$ cat src/rtl/c2e_pkg.sv
// shared types, constants and the month length table for the calendar to epoch converter
package c2e_pkg;

   localparam int YEAR_W   = 12;
   localparam int MONTH_W  = 4;
   localparam int DAY_W    = 5;
   localparam int HOUR_W   = 5;
   localparam int MINUTE_W = 6;
   localparam int SECOND_W = 6;
   localparam int EPOCH_W  = 33;
   localparam int ZONE_W   = 17;
   localparam int DAYS_W   = 16;

   localparam logic [YEAR_W-1:0] EPOCH_YEAR = 12'd1970;

   // residues of the epoch year, used to seed the leap counters
   localparam logic [1:0] EPOCH_MOD4   = 2'd2;
   localparam logic [6:0] EPOCH_MOD100 = 7'd70;
   localparam logic [8:0] EPOCH_MOD400 = 9'd370;

   localparam logic [6:0] MOD100_LAST = 7'd99;
   localparam logic [8:0] MOD400_LAST = 9'd399;

   // for y < 4096, (y * 655) >> 16 is floor(y / 100) or one less
   localparam logic [9:0] RECIP100    = 10'd655;
   localparam int         RECIP_SHIFT = 16;

   localparam logic [EPOCH_W-1:0] SECS_PER_DAY  = 33'd86400;
   localparam logic [11:0]        SECS_PER_HOUR = 12'd3600;
   localparam logic [5:0]         SECS_PER_MIN  = 6'd60;

   localparam logic [8:0] DAYS_COMMON = 9'd365;
   localparam logic [8:0] DAYS_LEAP   = 9'd366;

   localparam logic [MONTH_W-1:0] MON_JAN = 4'd1;
   localparam logic [MONTH_W-1:0] MON_FEB = 4'd2;
   localparam logic [MONTH_W-1:0] MON_MAR = 4'd3;
   localparam logic [MONTH_W-1:0] MON_MAY = 4'd5;
   localparam logic [MONTH_W-1:0] MON_JUL = 4'd7;
   localparam logic [MONTH_W-1:0] MON_AUG = 4'd8;
   localparam logic [MONTH_W-1:0] MON_OCT = 4'd10;
   localparam logic [MONTH_W-1:0] MON_DEC = 4'd12;

   localparam logic csr_addr_zone = 1'b0;

   typedef enum logic [2:0] {
      ST_IDLE,
      ST_LEAP_Q,
      ST_LEAP_R,
      ST_MONTHS,
      ST_YEARS,
      ST_SCALE,
      ST_SUM
   } c2e_state_type;

   typedef struct packed {
      logic in_ready;
      logic load;
      logic leap_q;
      logic leap_r;
      logic month_step;
      logic year_step;
      logic scale;
      logic sum_load;
   } c2e_cmd_type;

   typedef struct packed {
      logic in_valid;
      logic month_done;
      logic year_done;
      logic out_free;
   } c2e_stat_type;

   function automatic logic [DAY_W-1:0] month_len(input logic [MONTH_W-1:0] m,
                                                  input logic leap);
      logic [DAY_W-1:0] len;
      case (m)
         MON_JAN, MON_MAR, MON_MAY, MON_JUL, MON_AUG, MON_OCT, MON_DEC: len = 5'd31;
         MON_FEB: len = leap ? 5'd29 : 5'd28;
         default: len = 5'd30;
      endcase
      return len;
   endfunction

endpackage

$ cat src/rtl/c2e_if.sv
// valid/ready channel interfaces for calendar requests and epoch responses
interface c2e_req_if;
   import c2e_pkg::*;

   logic                valid;
   logic                ready;
   logic [YEAR_W-1:0]   year;
   logic [MONTH_W-1:0]  month;
   logic [DAY_W-1:0]    day;
   logic [HOUR_W-1:0]   hour;
   logic [MINUTE_W-1:0] minute;
   logic [SECOND_W-1:0] second;

   modport source (output valid, year, month, day, hour, minute, second, input ready);
   modport sink   (input valid, year, month, day, hour, minute, second, output ready);
endinterface

interface c2e_rsp_if;
   import c2e_pkg::*;

   logic                      valid;
   logic                      ready;
   logic signed [EPOCH_W-1:0] epoch_seconds;

   modport source (output valid, epoch_seconds, input ready);
   modport sink   (input valid, epoch_seconds, output ready);
endinterface

$ cat src/rtl/calendar_to_epoch_seconds_core.sv
// top level: calendar date and time to epoch seconds with zone offset register
// a request is captured, then passes the leap quotient and leap remainder states, the month
// loop, the year loop (year clamped to LAST_YEAR), the scale state and the sum state, which
// waits while the previous response is still held; a new request is taken only in idle, once
// the accumulation loop, adding one month or one year to the day count per cycle, is done
// reset: synchronous, clears the sequencer, the response valid and the zone offset to 0
module calendar_to_epoch_seconds_core #(
   parameter int LAST_YEAR = 2099
) (
   input  logic        clock,
   input  logic        reset,
   c2e_req_if.sink     req_ch,
   c2e_rsp_if.source   rsp_ch,
   input  logic        csr_psel,
   input  logic        csr_penable,
   input  logic        csr_pwrite,
   input  logic [2:0]  csr_paddr,
   input  logic [31:0] csr_pwdata,
   output logic [31:0] csr_prdata,
   output logic        csr_pready
);
   import c2e_pkg::*;

   logic signed [ZONE_W-1:0] zone_ff;
   logic                     csr_wr;
   c2e_cmd_type              cmd;
   c2e_stat_type             stat;

   assign csr_pready = 1'b1;
   assign csr_wr     = csr_psel && csr_penable && csr_pwrite && csr_pready;

   always_ff @(posedge clock) begin
      if (reset) begin
         zone_ff <= '0;
      end else if (csr_wr && (csr_paddr[2] == csr_addr_zone)) begin
         zone_ff <= csr_pwdata[ZONE_W-1:0];
      end
   end

   assign csr_prdata = (csr_paddr[2] == csr_addr_zone)
                     ? {{(32-ZONE_W){zone_ff[ZONE_W-1]}}, zone_ff} : 32'd0;

   c2e_ctrl u_ctrl (
      .clock (clock),
      .reset (reset),
      .stat  (stat),
      .cmd   (cmd)
   );

   c2e_dp #(
      .LAST_YEAR (LAST_YEAR)
   ) u_dp (
      .clock (clock),
      .reset (reset),
      .req   (req_ch),
      .rsp   (rsp_ch),
      .zone  (zone_ff),
      .cmd   (cmd),
      .stat  (stat)
   );

endmodule

$ cat src/rtl/c2e_ctrl.sv
// sequencer for the leap test, month and year accumulation and final sum
module c2e_ctrl (
   input  logic                  clock,
   input  logic                  reset,
   input  c2e_pkg::c2e_stat_type stat,
   output c2e_pkg::c2e_cmd_type  cmd
);
   import c2e_pkg::*;

   c2e_state_type state_ff;
   c2e_state_type state_in;

   always_ff @(posedge clock) begin
      if (reset) begin
         state_ff <= ST_IDLE;
      end else begin
         state_ff <= state_in;
      end
   end

   always_comb begin
      state_in = state_ff;
      cmd      = '0;
      case (state_ff)
         ST_IDLE: begin
            cmd.in_ready = 1'b1;
            if (stat.in_valid) begin
               cmd.load = 1'b1;
               state_in = ST_LEAP_Q;
            end
         end
         ST_LEAP_Q: begin
            cmd.leap_q = 1'b1;
            state_in   = ST_LEAP_R;
         end
         ST_LEAP_R: begin
            cmd.leap_r = 1'b1;
            state_in   = ST_MONTHS;
         end
         ST_MONTHS: begin
            if (stat.month_done) begin
               state_in = ST_YEARS;
            end else begin
               cmd.month_step = 1'b1;
            end
         end
         ST_YEARS: begin
            if (stat.year_done) begin
               state_in = ST_SCALE;
            end else begin
               cmd.year_step = 1'b1;
            end
         end
         ST_SCALE: begin
            cmd.scale = 1'b1;
            state_in  = ST_SUM;
         end
         ST_SUM: begin
            // hold here while the previous response is still waiting
            if (stat.out_free) begin
               cmd.sum_load = 1'b1;
               state_in     = ST_IDLE;
            end
         end
         default: begin
            state_in = ST_IDLE;
         end
      endcase
   end

endmodule

$ cat src/rtl/c2e_dp.sv
// datapath: field capture, leap test, day accumulator, scaling and output register
module c2e_dp #(
   parameter int LAST_YEAR = 2099
) (
   input  logic                                  clock,
   input  logic                                  reset,
   c2e_req_if.sink                               req,
   c2e_rsp_if.source                             rsp,
   input  logic signed [c2e_pkg::ZONE_W-1:0]     zone,
   input  c2e_pkg::c2e_cmd_type                  cmd,
   output c2e_pkg::c2e_stat_type                 stat
);
   import c2e_pkg::*;

   localparam logic [YEAR_W-1:0] YEAR_MAX = YEAR_W'(LAST_YEAR);

   logic [YEAR_W-1:0]   year_ff;
   logic [MONTH_W-1:0]  month_ff;
   logic [DAY_W-1:0]    day_ff;
   logic [HOUR_W-1:0]   hour_ff;
   logic [MINUTE_W-1:0] minute_ff;
   logic [SECOND_W-1:0] second_ff;

   logic [5:0]          q_ff;
   logic                leap_ff;
   logic [MONTH_W-1:0]  mon_ctr_ff;
   logic [YEAR_W-1:0]   yr_ctr_ff;
   logic [1:0]          r4_ff;
   logic [6:0]          r100_ff;
   logic [8:0]          r400_ff;
   logic [DAYS_W-1:0]   days_ff;
   logic [EPOCH_W-1:0]  day_secs_ff;
   logic [16:0]         tod_ff;
   logic [EPOCH_W-1:0]  epoch_ff;
   logic                rsp_valid_ff;

   logic [YEAR_W-1:0]   year_sat;
   logic [21:0]         q_prod;
   logic [YEAR_W-1:0]   r_raw;
   logic                q_corr;
   logic [YEAR_W-1:0]   r_fix;
   logic [5:0]          q_fix;
   logic                leap_in;
   logic                leap_y;
   logic [ZONE_W-1:0]   day_count;
   logic [EPOCH_W-1:0]  day_secs_in;
   logic [16:0]         tod_in;
   logic [EPOCH_W-1:0]  epoch_in;

   assign year_sat = (req.year > YEAR_MAX) ? YEAR_MAX : req.year;

   // leap test of the captured year via reciprocal divide by 100
   assign q_prod  = 22'(year_ff) * 22'(RECIP100);
   assign r_raw   = year_ff - YEAR_W'(12'(q_ff) * 12'd100);
   assign q_corr  = (r_raw >= 12'd100);
   assign r_fix   = q_corr ? (r_raw - 12'd100) : r_raw;
   assign q_fix   = q_ff + 6'(q_corr);
   assign leap_in = (year_ff[1:0] == 2'd0) && ((r_fix != '0) || (q_fix[1:0] == 2'd0));

   assign leap_y = (r4_ff == 2'd0) && ((r100_ff != 7'd0) || (r400_ff == 9'd0));

   // day - 1 may go to minus one, so work in two's complement
   assign day_count   = ZONE_W'(days_ff) + ZONE_W'(day_ff) - ZONE_W'(1);
   assign day_secs_in = EPOCH_W'({{(EPOCH_W-ZONE_W){day_count[ZONE_W-1]}}, day_count}
                                 * SECS_PER_DAY);
   assign tod_in      = 17'(17'(hour_ff) * 17'(SECS_PER_HOUR))
                      + 17'(17'(minute_ff) * 17'(SECS_PER_MIN))
                      + 17'(second_ff);
   assign epoch_in    = day_secs_ff + EPOCH_W'(tod_ff)
                      - EPOCH_W'({{(EPOCH_W-ZONE_W){zone[ZONE_W-1]}}, zone});

   always_ff @(posedge clock) begin
      if (cmd.load) begin
         year_ff    <= year_sat;
         month_ff   <= req.month;
         day_ff     <= req.day;
         hour_ff    <= req.hour;
         minute_ff  <= req.minute;
         second_ff  <= req.second;
         mon_ctr_ff <= MON_JAN;
         yr_ctr_ff  <= EPOCH_YEAR;
         r4_ff      <= EPOCH_MOD4;
         r100_ff    <= EPOCH_MOD100;
         r400_ff    <= EPOCH_MOD400;
         days_ff    <= '0;
      end
      if (cmd.leap_q) begin
         q_ff <= q_prod[RECIP_SHIFT +: 6];
      end
      if (cmd.leap_r) begin
         leap_ff <= leap_in;
      end
      if (cmd.month_step) begin
         days_ff    <= days_ff + DAYS_W'(month_len(mon_ctr_ff, leap_ff));
         mon_ctr_ff <= mon_ctr_ff + MONTH_W'(1);
      end
      if (cmd.year_step) begin
         days_ff   <= days_ff + DAYS_W'(leap_y ? DAYS_LEAP : DAYS_COMMON);
         yr_ctr_ff <= yr_ctr_ff + YEAR_W'(1);
         r4_ff     <= r4_ff + 2'd1;
         r100_ff   <= (r100_ff == MOD100_LAST) ? 7'd0 : r100_ff + 7'd1;
         r400_ff   <= (r400_ff == MOD400_LAST) ? 9'd0 : r400_ff + 9'd1;
      end
      if (cmd.scale) begin
         day_secs_ff <= day_secs_in;
         tod_ff      <= tod_in;
      end
      if (cmd.sum_load) begin
         epoch_ff <= epoch_in;
      end
   end

   always_ff @(posedge clock) begin
      if (reset) begin
         rsp_valid_ff <= 1'b0;
      end else if (cmd.sum_load) begin
         rsp_valid_ff <= 1'b1;
      end else if (rsp.ready) begin
         rsp_valid_ff <= 1'b0;
      end
   end

   assign req.ready         = cmd.in_ready;
   assign rsp.valid         = rsp_valid_ff;
   assign rsp.epoch_seconds = epoch_ff;

   assign stat.in_valid   = req.valid;
   assign stat.month_done = (mon_ctr_ff >= month_ff);
   assign stat.year_done  = (yr_ctr_ff >= year_ff);
   assign stat.out_free   = !rsp_valid_ff || rsp.ready;

   // a new result never overwrites one that has not been taken
   a_no_overwrite: assert property (@(posedge clock) disable iff (reset)
      cmd.sum_load |-> (!rsp_valid_ff || rsp.ready))
      else $error("response overwritten before transaction completed");

   a_month_bound: assert property (@(posedge clock) disable iff (reset)
      cmd.month_step |-> (mon_ctr_ff < month_ff))
      else $error("month step past requested month");

   a_year_bound: assert property (@(posedge clock) disable iff (reset)
      cmd.year_step |-> (yr_ctr_ff < year_ff))
      else $error("year step past requested year");

   a_days_cleared: assert property (@(posedge clock) disable iff (reset)
      cmd.load |=> (days_ff == '0 && yr_ctr_ff == EPOCH_YEAR))
      else $error("accumulator not cleared on load");

   a_year_saturated: assert property (@(posedge clock) disable iff (reset)
      cmd.leap_q |-> (year_ff <= YEAR_MAX))
      else $error("captured year above last supported year");

endmodule
$ cat src/flat_wrapper.sv
// flat-port wrapper written by rule: the top's interface ports become plain ports
module calendar_to_epoch_seconds_core_flat import c2e_pkg::*;
#(
   parameter int LAST_YEAR = 2099
)
  (clock, reset, csr_psel, csr_penable, csr_pwrite, csr_paddr, csr_pwdata, csr_prdata, csr_pready, req_ch_valid, req_ch_year, req_ch_month, req_ch_day, req_ch_hour, req_ch_minute, req_ch_second, req_ch_ready, rsp_ch_valid, rsp_ch_epoch_seconds, rsp_ch_ready);
  c2e_req_if req_ch_i ();
  c2e_rsp_if rsp_ch_i ();
  input  logic clock;
  input  logic reset;
  input  logic csr_psel;
  input  logic csr_penable;
  input  logic csr_pwrite;
  input  logic [2:0] csr_paddr;
  input  logic [31:0] csr_pwdata;
  output logic [31:0] csr_prdata;
  output logic csr_pready;
  input wire logic [$bits(req_ch_i.valid)-1:0] req_ch_valid;
  input wire logic [$bits(req_ch_i.year)-1:0] req_ch_year;
  input wire logic [$bits(req_ch_i.month)-1:0] req_ch_month;
  input wire logic [$bits(req_ch_i.day)-1:0] req_ch_day;
  input wire logic [$bits(req_ch_i.hour)-1:0] req_ch_hour;
  input wire logic [$bits(req_ch_i.minute)-1:0] req_ch_minute;
  input wire logic [$bits(req_ch_i.second)-1:0] req_ch_second;
  output wire logic [$bits(req_ch_i.ready)-1:0] req_ch_ready;
  output wire logic [$bits(rsp_ch_i.valid)-1:0] rsp_ch_valid;
  output wire logic [$bits(rsp_ch_i.epoch_seconds)-1:0] rsp_ch_epoch_seconds;
  input wire logic [$bits(rsp_ch_i.ready)-1:0] rsp_ch_ready;
  assign req_ch_i.valid = req_ch_valid;
  assign req_ch_i.year = req_ch_year;
  assign req_ch_i.month = req_ch_month;
  assign req_ch_i.day = req_ch_day;
  assign req_ch_i.hour = req_ch_hour;
  assign req_ch_i.minute = req_ch_minute;
  assign req_ch_i.second = req_ch_second;
  assign req_ch_ready = req_ch_i.ready;
  assign rsp_ch_valid = rsp_ch_i.valid;
  assign rsp_ch_epoch_seconds = rsp_ch_i.epoch_seconds;
  assign rsp_ch_i.ready = rsp_ch_ready;
  calendar_to_epoch_seconds_core #(.LAST_YEAR(LAST_YEAR)) u_core (.clock(clock), .reset(reset), .req_ch(req_ch_i), .rsp_ch(rsp_ch_i), .csr_psel(csr_psel), .csr_penable(csr_penable), .csr_pwrite(csr_pwrite), .csr_paddr(csr_paddr), .csr_pwdata(csr_pwdata), .csr_prdata(csr_prdata), .csr_pready(csr_pready));
endmodule
$ cat config.mk
export PLATFORM = sky130hd
export DESIGN_NAME = calendar_to_epoch_seconds_core_flat
export DESIGN_NICKNAME = d
export VERILOG_FILES = /design/src/rtl/c2e_pkg.sv /design/src/rtl/c2e_if.sv /design/src/rtl/calendar_to_epoch_seconds_core.sv /design/src/rtl/c2e_ctrl.sv /design/src/rtl/c2e_dp.sv /design/src/flat_wrapper.sv
export SDC_FILE = /design/constraint.sdc
export NUM_CORES = 1
export LEC_CHECK = 0
export ABC_AREA = 1
export BUFFER_PORTS_ARGS = -buffer_cell sky130_fd_sc_hd__buf_2
export CORE_MARGIN = 2
export CORE_UTILIZATION = 56
export CTS_CLUSTER_SIZE = 20
export DETAILED_ROUTE_END_ITERATION = 8
export PLACE_DENSITY_LB_ADDON = 0.08
export SLEW_MARGIN = 20
export SYNTH_ARGS = -nofsm -noshare
export SYNTH_HDL_FRONTEND = slang
export SYNTH_HIERARCHICAL = 1
export SYNTH_SLANG_ARGS = --single-unit
$ cat constraint.sdc
create_clock -name clock -period 8.3 [get_ports clock]
set_input_delay 1.66 -clock clock [delete_from_list [all_inputs] [get_ports clock]]
set_output_delay 1.66 -clock clock [all_outputs]
set_load 0.01 [all_outputs]
Yosys cells after proc, flatten, opt, wreduce, memory -nomap -nowiden
Index checks and enable logic that the tools add are counted.
- input bits: 80
- register bits: 192
- output and inout port bits: 68
- muxes and demuxes: 39
- equal/unequal tests: 20
- magnitude comparators: 4
- $add $sub $neg: 16
- multipliers: 5
- bitwise gates (word level): 1
- reductions and logical operators: 22
- operators with widths (kind ; number):
    2-to-1 mux 16 bit ; 3
    2-to-1 mux 12 bit ; 3
    adder 33 x 17 -> 33 bit ; 1
    multiplier 33 x 10 -> 26 bit (second input constant) ; 1
    subtractor 33 bit ; 1
    2-to-1 mux 32 bit ; 1
    2-to-1 mux 9 bit ; 3
    multiplier 12 x 10 -> 22 bit (second input constant) ; 1
    2-to-1 mux 7 bit ; 3
    case mux 3 bit (7 select lines) ; 1
    adder 16 x 5 -> 17 bit ; 1
    adder 17 x 12 -> 17 bit ; 1
    adder 17 x 6 -> 17 bit ; 1
    subtractor 17 x 1 -> 17 bit (second input constant) ; 1
    adder 16 x 5 -> 16 bit ; 1
    adder 16 x 9 -> 16 bit ; 1
    multiplier 5 x 8 -> 13 bit (second input constant) ; 1
    2-to-1 mux 1 bit ; 13
    adder 12 x 1 -> 12 bit (second input constant) ; 1
    == test 4 bit (second input constant) ; 3
    greater-or-equal comparator 12 bit ; 1
    greater-or-equal comparator 12 x 7 -> 1 bit (second input constant) ; 1
    > comparator 12 bit (second input constant) ; 1
    2-to-1 mux 3 bit ; 4
    other kinds (37) ; 58

Logic depth before layout (Yosys ltp)
- depth in word-level cells: 7
- gate-level depth with buffers: 33
- depth with buffers taken out: 33

Hierarchy
Netlist, hierarchy kept.
- modules (own cells, without submodules) (module ; area an instance (sq um) ; times used ; cells each ; sequential area each (sq um)):
    c2e_dp ; 19004.5 ; 1 ; 2171 ; 5154.9
    calendar_to_epoch_seconds_core ; 1102.3 ; 1 ; 167 ; 340.3
    c2e_ctrl ; 281.5 ; 1 ; 53 ; 60.1

Worst setup path before layout
No wires, ideal clock.
- path type: flip-flop to flip-flop
- start: register u_core.u_dp.days_ff[1]
- end: register u_core.u_dp.day_secs_ff[31] (data pin)
- setup time: 265 ps
- path buffers: 0
- arrival time: 5774 ps
- stages on the path, launching flop included: 27
- setup slack: 2261 ps
- cell sequence: edfxtp_1 -> inv_1 -> ha_1 -> inv_1 -> ha_1 -> fa_1 -> nand3_1 -> nand3_2 -> a21oi_2 -> o21ai_4 -> a31o_2 -> xor2_1 -> ha_1 -> inv_1 -> fa_1 -> fa_1 -> inv_1 -> ha_1 -> inv_1 -> fa_1 -> inv_1 -> ha_1 -> nand2_1 -> nor4_1 -> nand2_1 -> o211ai_1 -> xor2_1
- longest elaborated chain between the ends: 3
- RTL lines (item ; line ; RTL):
    from (decl) ; c2e_dp.sv:31 ; logic [DAYS_W-1:0] days_ff;
    from (signal assigned) ; c2e_dp.sv:94 ; days_ff <= days_ff + DAYS_W'(month_len(mon_ctr_ff, leap_ff));
    from (signal assigned) ; c2e_dp.sv:98 ; days_ff <= days_ff + DAYS_W'(leap_y ? DAYS_LEAP : DAYS_COMMON);
    adder 16 x 5 -> 17 bit ; c2e_dp.sv:63 ; assign day_count = ZONE_W'(days_ff) + ZONE_W'(day_ff) - ZONE_W'(1);
    subtractor 17 x 1 -> 17 bit ; c2e_dp.sv:63 ;
    multiplier 33 x 10 -> 26 bit ; c2e_dp.sv:65 ; * SECS_PER_DAY);
    via u_core.u_dp.day_secs_in[31] ; c2e_dp.sv:46 ; logic [EPOCH_W-1:0] day_secs_in;
    to (signal assigned) ; c2e_dp.sv:105 ; day_secs_ff <= day_secs_in;
    to (decl) ; c2e_dp.sv:32 ; logic [EPOCH_W-1:0] day_secs_ff;
The timed path passes the listed nets, and every way through them passes these cells.
A chain may end at the register's enable or synchronous reset.

Final worst setup path
Ends and elaborated chain as after synthesis.

==> flow_summary.yaml <==
setup_path:
  crit_path_end_kind: "flip-flop"
  required_ps: 8500
  start_kind: "flip-flop"
  critPathBufInv: 6
  r2r_setup_slack_ps: 1630
  crit_path_top_delay_cell: "xor2_1"
  cp_slowest_stage_delay_ps: 530
  path_class: "reg2reg"
  cp_max_fo: 5
  crit_path_frequent_cell: "inv_1"
  cp.arrival_ps: 6870
  cp_top_family: "adder cells"
floorplanning:
  core_region_area_mm2: 0.0357
  initial_utilization: 0.570
  rows: 69
  die_x_um: 195
  dieHeight_um: 195
  die_area_mm2: 0.0379
  io_pins: 148
clock_tree:
  cts_setup_buffers: 0
  cts_buffer_depth: 2
  cts_buffers: 17
  worstSkewPairLatency_ps: 460
  clock_sinks: 192
  cts-root-buf: "clkbuf_16"
  clk_pin_slew_ps: 80
  tritoncts: "yes"
  htree_levels: 4
  cts_hold_buf: 0
  cts_resized: 0
drt:
  drt-initial-drc-count: 619
  wire_per_inst_um: 13.5
  drc_errors: 0
  routed_wl_mm: 40.2
  vias: 15400
  dr.pass1.iters: 7
  ant_nets: 0
  drt-vias-per-instance: 5.14
cells_and_area:
  drive_gt1_frac: 0.0998
  antenna_cells: 0
  syn_to_final_growth_pct: 7.96
  stdcell_area_mm2: 0.0220
  fillers: 3123
  final_nets: 3046
sta:
  hold_viol: 0
  max-slew-margin-rel: 0.330
  tightest_slew_ps: 992
  layout_setup_ws_ps: 1630
  tns_ps: 0
  clock.fmax_ghz: 0.150
  fin_crit_sh: 0.803
  slew_violations: 0
  finClkSkew_ps: 12.7
  whs_ps: 443
  finalSetupViolations: 0
  period_minus_slack_ps: 6670
  rsz0062_at_grt: "no"
global_routing:
  grt_max_degree: 44
  grtUsageTotal: 0.224
  grt_antenna_before_repair: 0
  grt_overflow: 0
  grt_pass1_vias: 15500
  grt_pass1_wl_mm: 70.0
synth:
  synthFlopType: "edfxtp_1"
  mappedNetlistArea_mm2: 0.0204
  synth_area_per_cell_um2: 8.53
  syn_inst: 2391
  ys_seq_area_frac: 0.272
  synth_area_leaders: "edfxtp_1 (25%), ha_1 (22%), fa_1 (10%), inv_1 (9.6%), nand2_1 (6.6%)"
  synthArstFlopShare: 0
  synth_top_area_frac: 0.252
  synth_nets: 2926
  yosysWarnings: 6
  yosysTopAreaCell: "edfxtp_1"
  synth_cell_types: 58
  ys_ff_latch: 192
  synth_edf_count: 171
placement:
  dp_hpwl_mm: 33.2
  gp_congestion: 0.906
  place_area_mm2: 0.0214
  dpl_worst_slack_ps: 1580
  io_buffer_count: 129
status:
  outcome: "completed"
job:
  drv_cap: 0
worst_hold_path:
  hp-class: "reg2reg"
[layout make-up]
cell class / count / area [um2] / area share
Clock buffer: 17 / 425 / 0.0193
Clock inverter: 15 / 149 / 0.00676
Inverter: 536 / 2010 / 0.0915
Multi-Input combinational cell: 1630 / 12600 / 0.573
Sequential cell: 192 / 5560 / 0.252
Tap cell: 461 / 577 / 0.0262
Timing Repair Buffer: 134 / 683 / 0.0310
[worst register-to-register path: stages (launching register included)]
cell,delay [ps]
edfxtp_1,400
inv_1,130
ha_1,300
inv_1,40
ha_1,220
fa_1,430
nand3_1,120
nand3_2,110
a21oi_2,280
o21ai_4,120
a31o_2,220
xor2_1,530
ha_1,340
inv_1,70
fa_1,430
fa_1,510
inv_1,40
ha_1,270
inv_1,50
fa_1,490
inv_1,40
ha_1,360
nand2_1,160
nor4_1,340
nand2_1,80
o211ai_1,240
xor2_1,100
[final timing paths]
| path | startpoint | to | cells past startpoint |
|---|---|---|---|
| min | u_core/u_dp/second_ff[0] | u_core/u_dp/tod_ff[0] | 0 |
| max | u_core/u_dp/days_ff[1] | u_core/u_dp/day_secs_ff[31] | 26 |
| max reg2reg | u_core/u_dp/days_ff[1] | u_core/u_dp/day_secs_ff[31] | 26 |
| min reg2reg | u_core/u_dp/second_ff[0] | u_core/u_dp/tod_ff[0] | 0 |
[Yosys cell counts (3+ instances only)]
library cell	count
a21boi_0	3
a21o_1	19
a21oi_1	139
a31oi_1	11
buf_4	20
clkbuf_1	9
dfxtp_1	21
edfxtp_1	171
fa_1	102
ha_1	353
inv_1	522
inv_2	11
nand2_1	359
nand2_2	15
nand3_1	98
nand3_2	4
nand3b_1	3
nand4_1	20
nor2_1	165
nor2_2	25
nor3_1	28
nor4_1	6
o211ai_1	6
o21a_1	7
o21ai_0	76
o21ai_1	3
o21ai_2	4
o21bai_1	8
o22ai_1	9
or2_2	11
xnor2_1	48
xor2_1	82
[routing by layer]
metal | wire (um) | global-route usage
met5 | 0 | 0
met4 | 828 | 0.0701
met3 | 1250 | 0.0297
met2 | 19200 | 0.398
met1 | 19000 | 0.283
[cells in the final DEF (no fill, tap or decap), drive strengths merged, types with 21 or more instances in the layout]
| cell | count |
|---|---|
| xnor2 | 48 |
| xor2 | 83 |
| inv | 539 |
| o21ai | 84 |
| nand2 | 376 |
| edfxtp | 171 |
| ha | 353 |
| buf | 134 |
| fa | 102 |
| dfxtp | 21 |
| nor3 | 30 |
| nor2 | 192 |
| a21oi | 142 |
| nand3 | 102 |
[stage by stage]
stage | std cells | utilization
2_1_floorplan | 2391 | -
3_3_place_gp | 2953 | 0.600
3_5_place_dp | 2953 | 0.600
4_1_cts | 2985 | 0.616
5_1_grt | 2985 | 0.616
6_report | 2985 | 0.616
[state kept, by name, indices dropped and copies added (netlist names), 6 cells and up]
name                           count
u_core/u_dp/day_secs_ff           26
u_core/u_dp/days_ff               16
u_core/u_dp/minute_ff              6
u_core/u_dp/q_ff                   6
u_core/u_dp/r100_ff                7
u_core/u_dp/r400_ff                9
u_core/u_dp/rsp.epoch_seconds     33
u_core/u_dp/second_ff              6
u_core/u_dp/tod_ff                17
u_core/u_dp/year_ff               12
u_core/u_dp/yr_ctr_ff             12
u_core/zone_ff                    17
[cell families after synthesis]
logic type | synth area share
and+or+nand+nor | 0.158
buffers and inverters | 0.110
adders and majority gates | 0.317
AOI/OAI and AO/OA | 0.0843
DFF | 0.272
xor gates and xnor gates | 0.0572
other | 0.000184
muxes | 0.000552
Power is left out: the tool's default activity adds up to more than one toggle a clock period on the data nets, which glitch-free logic cannot reach.
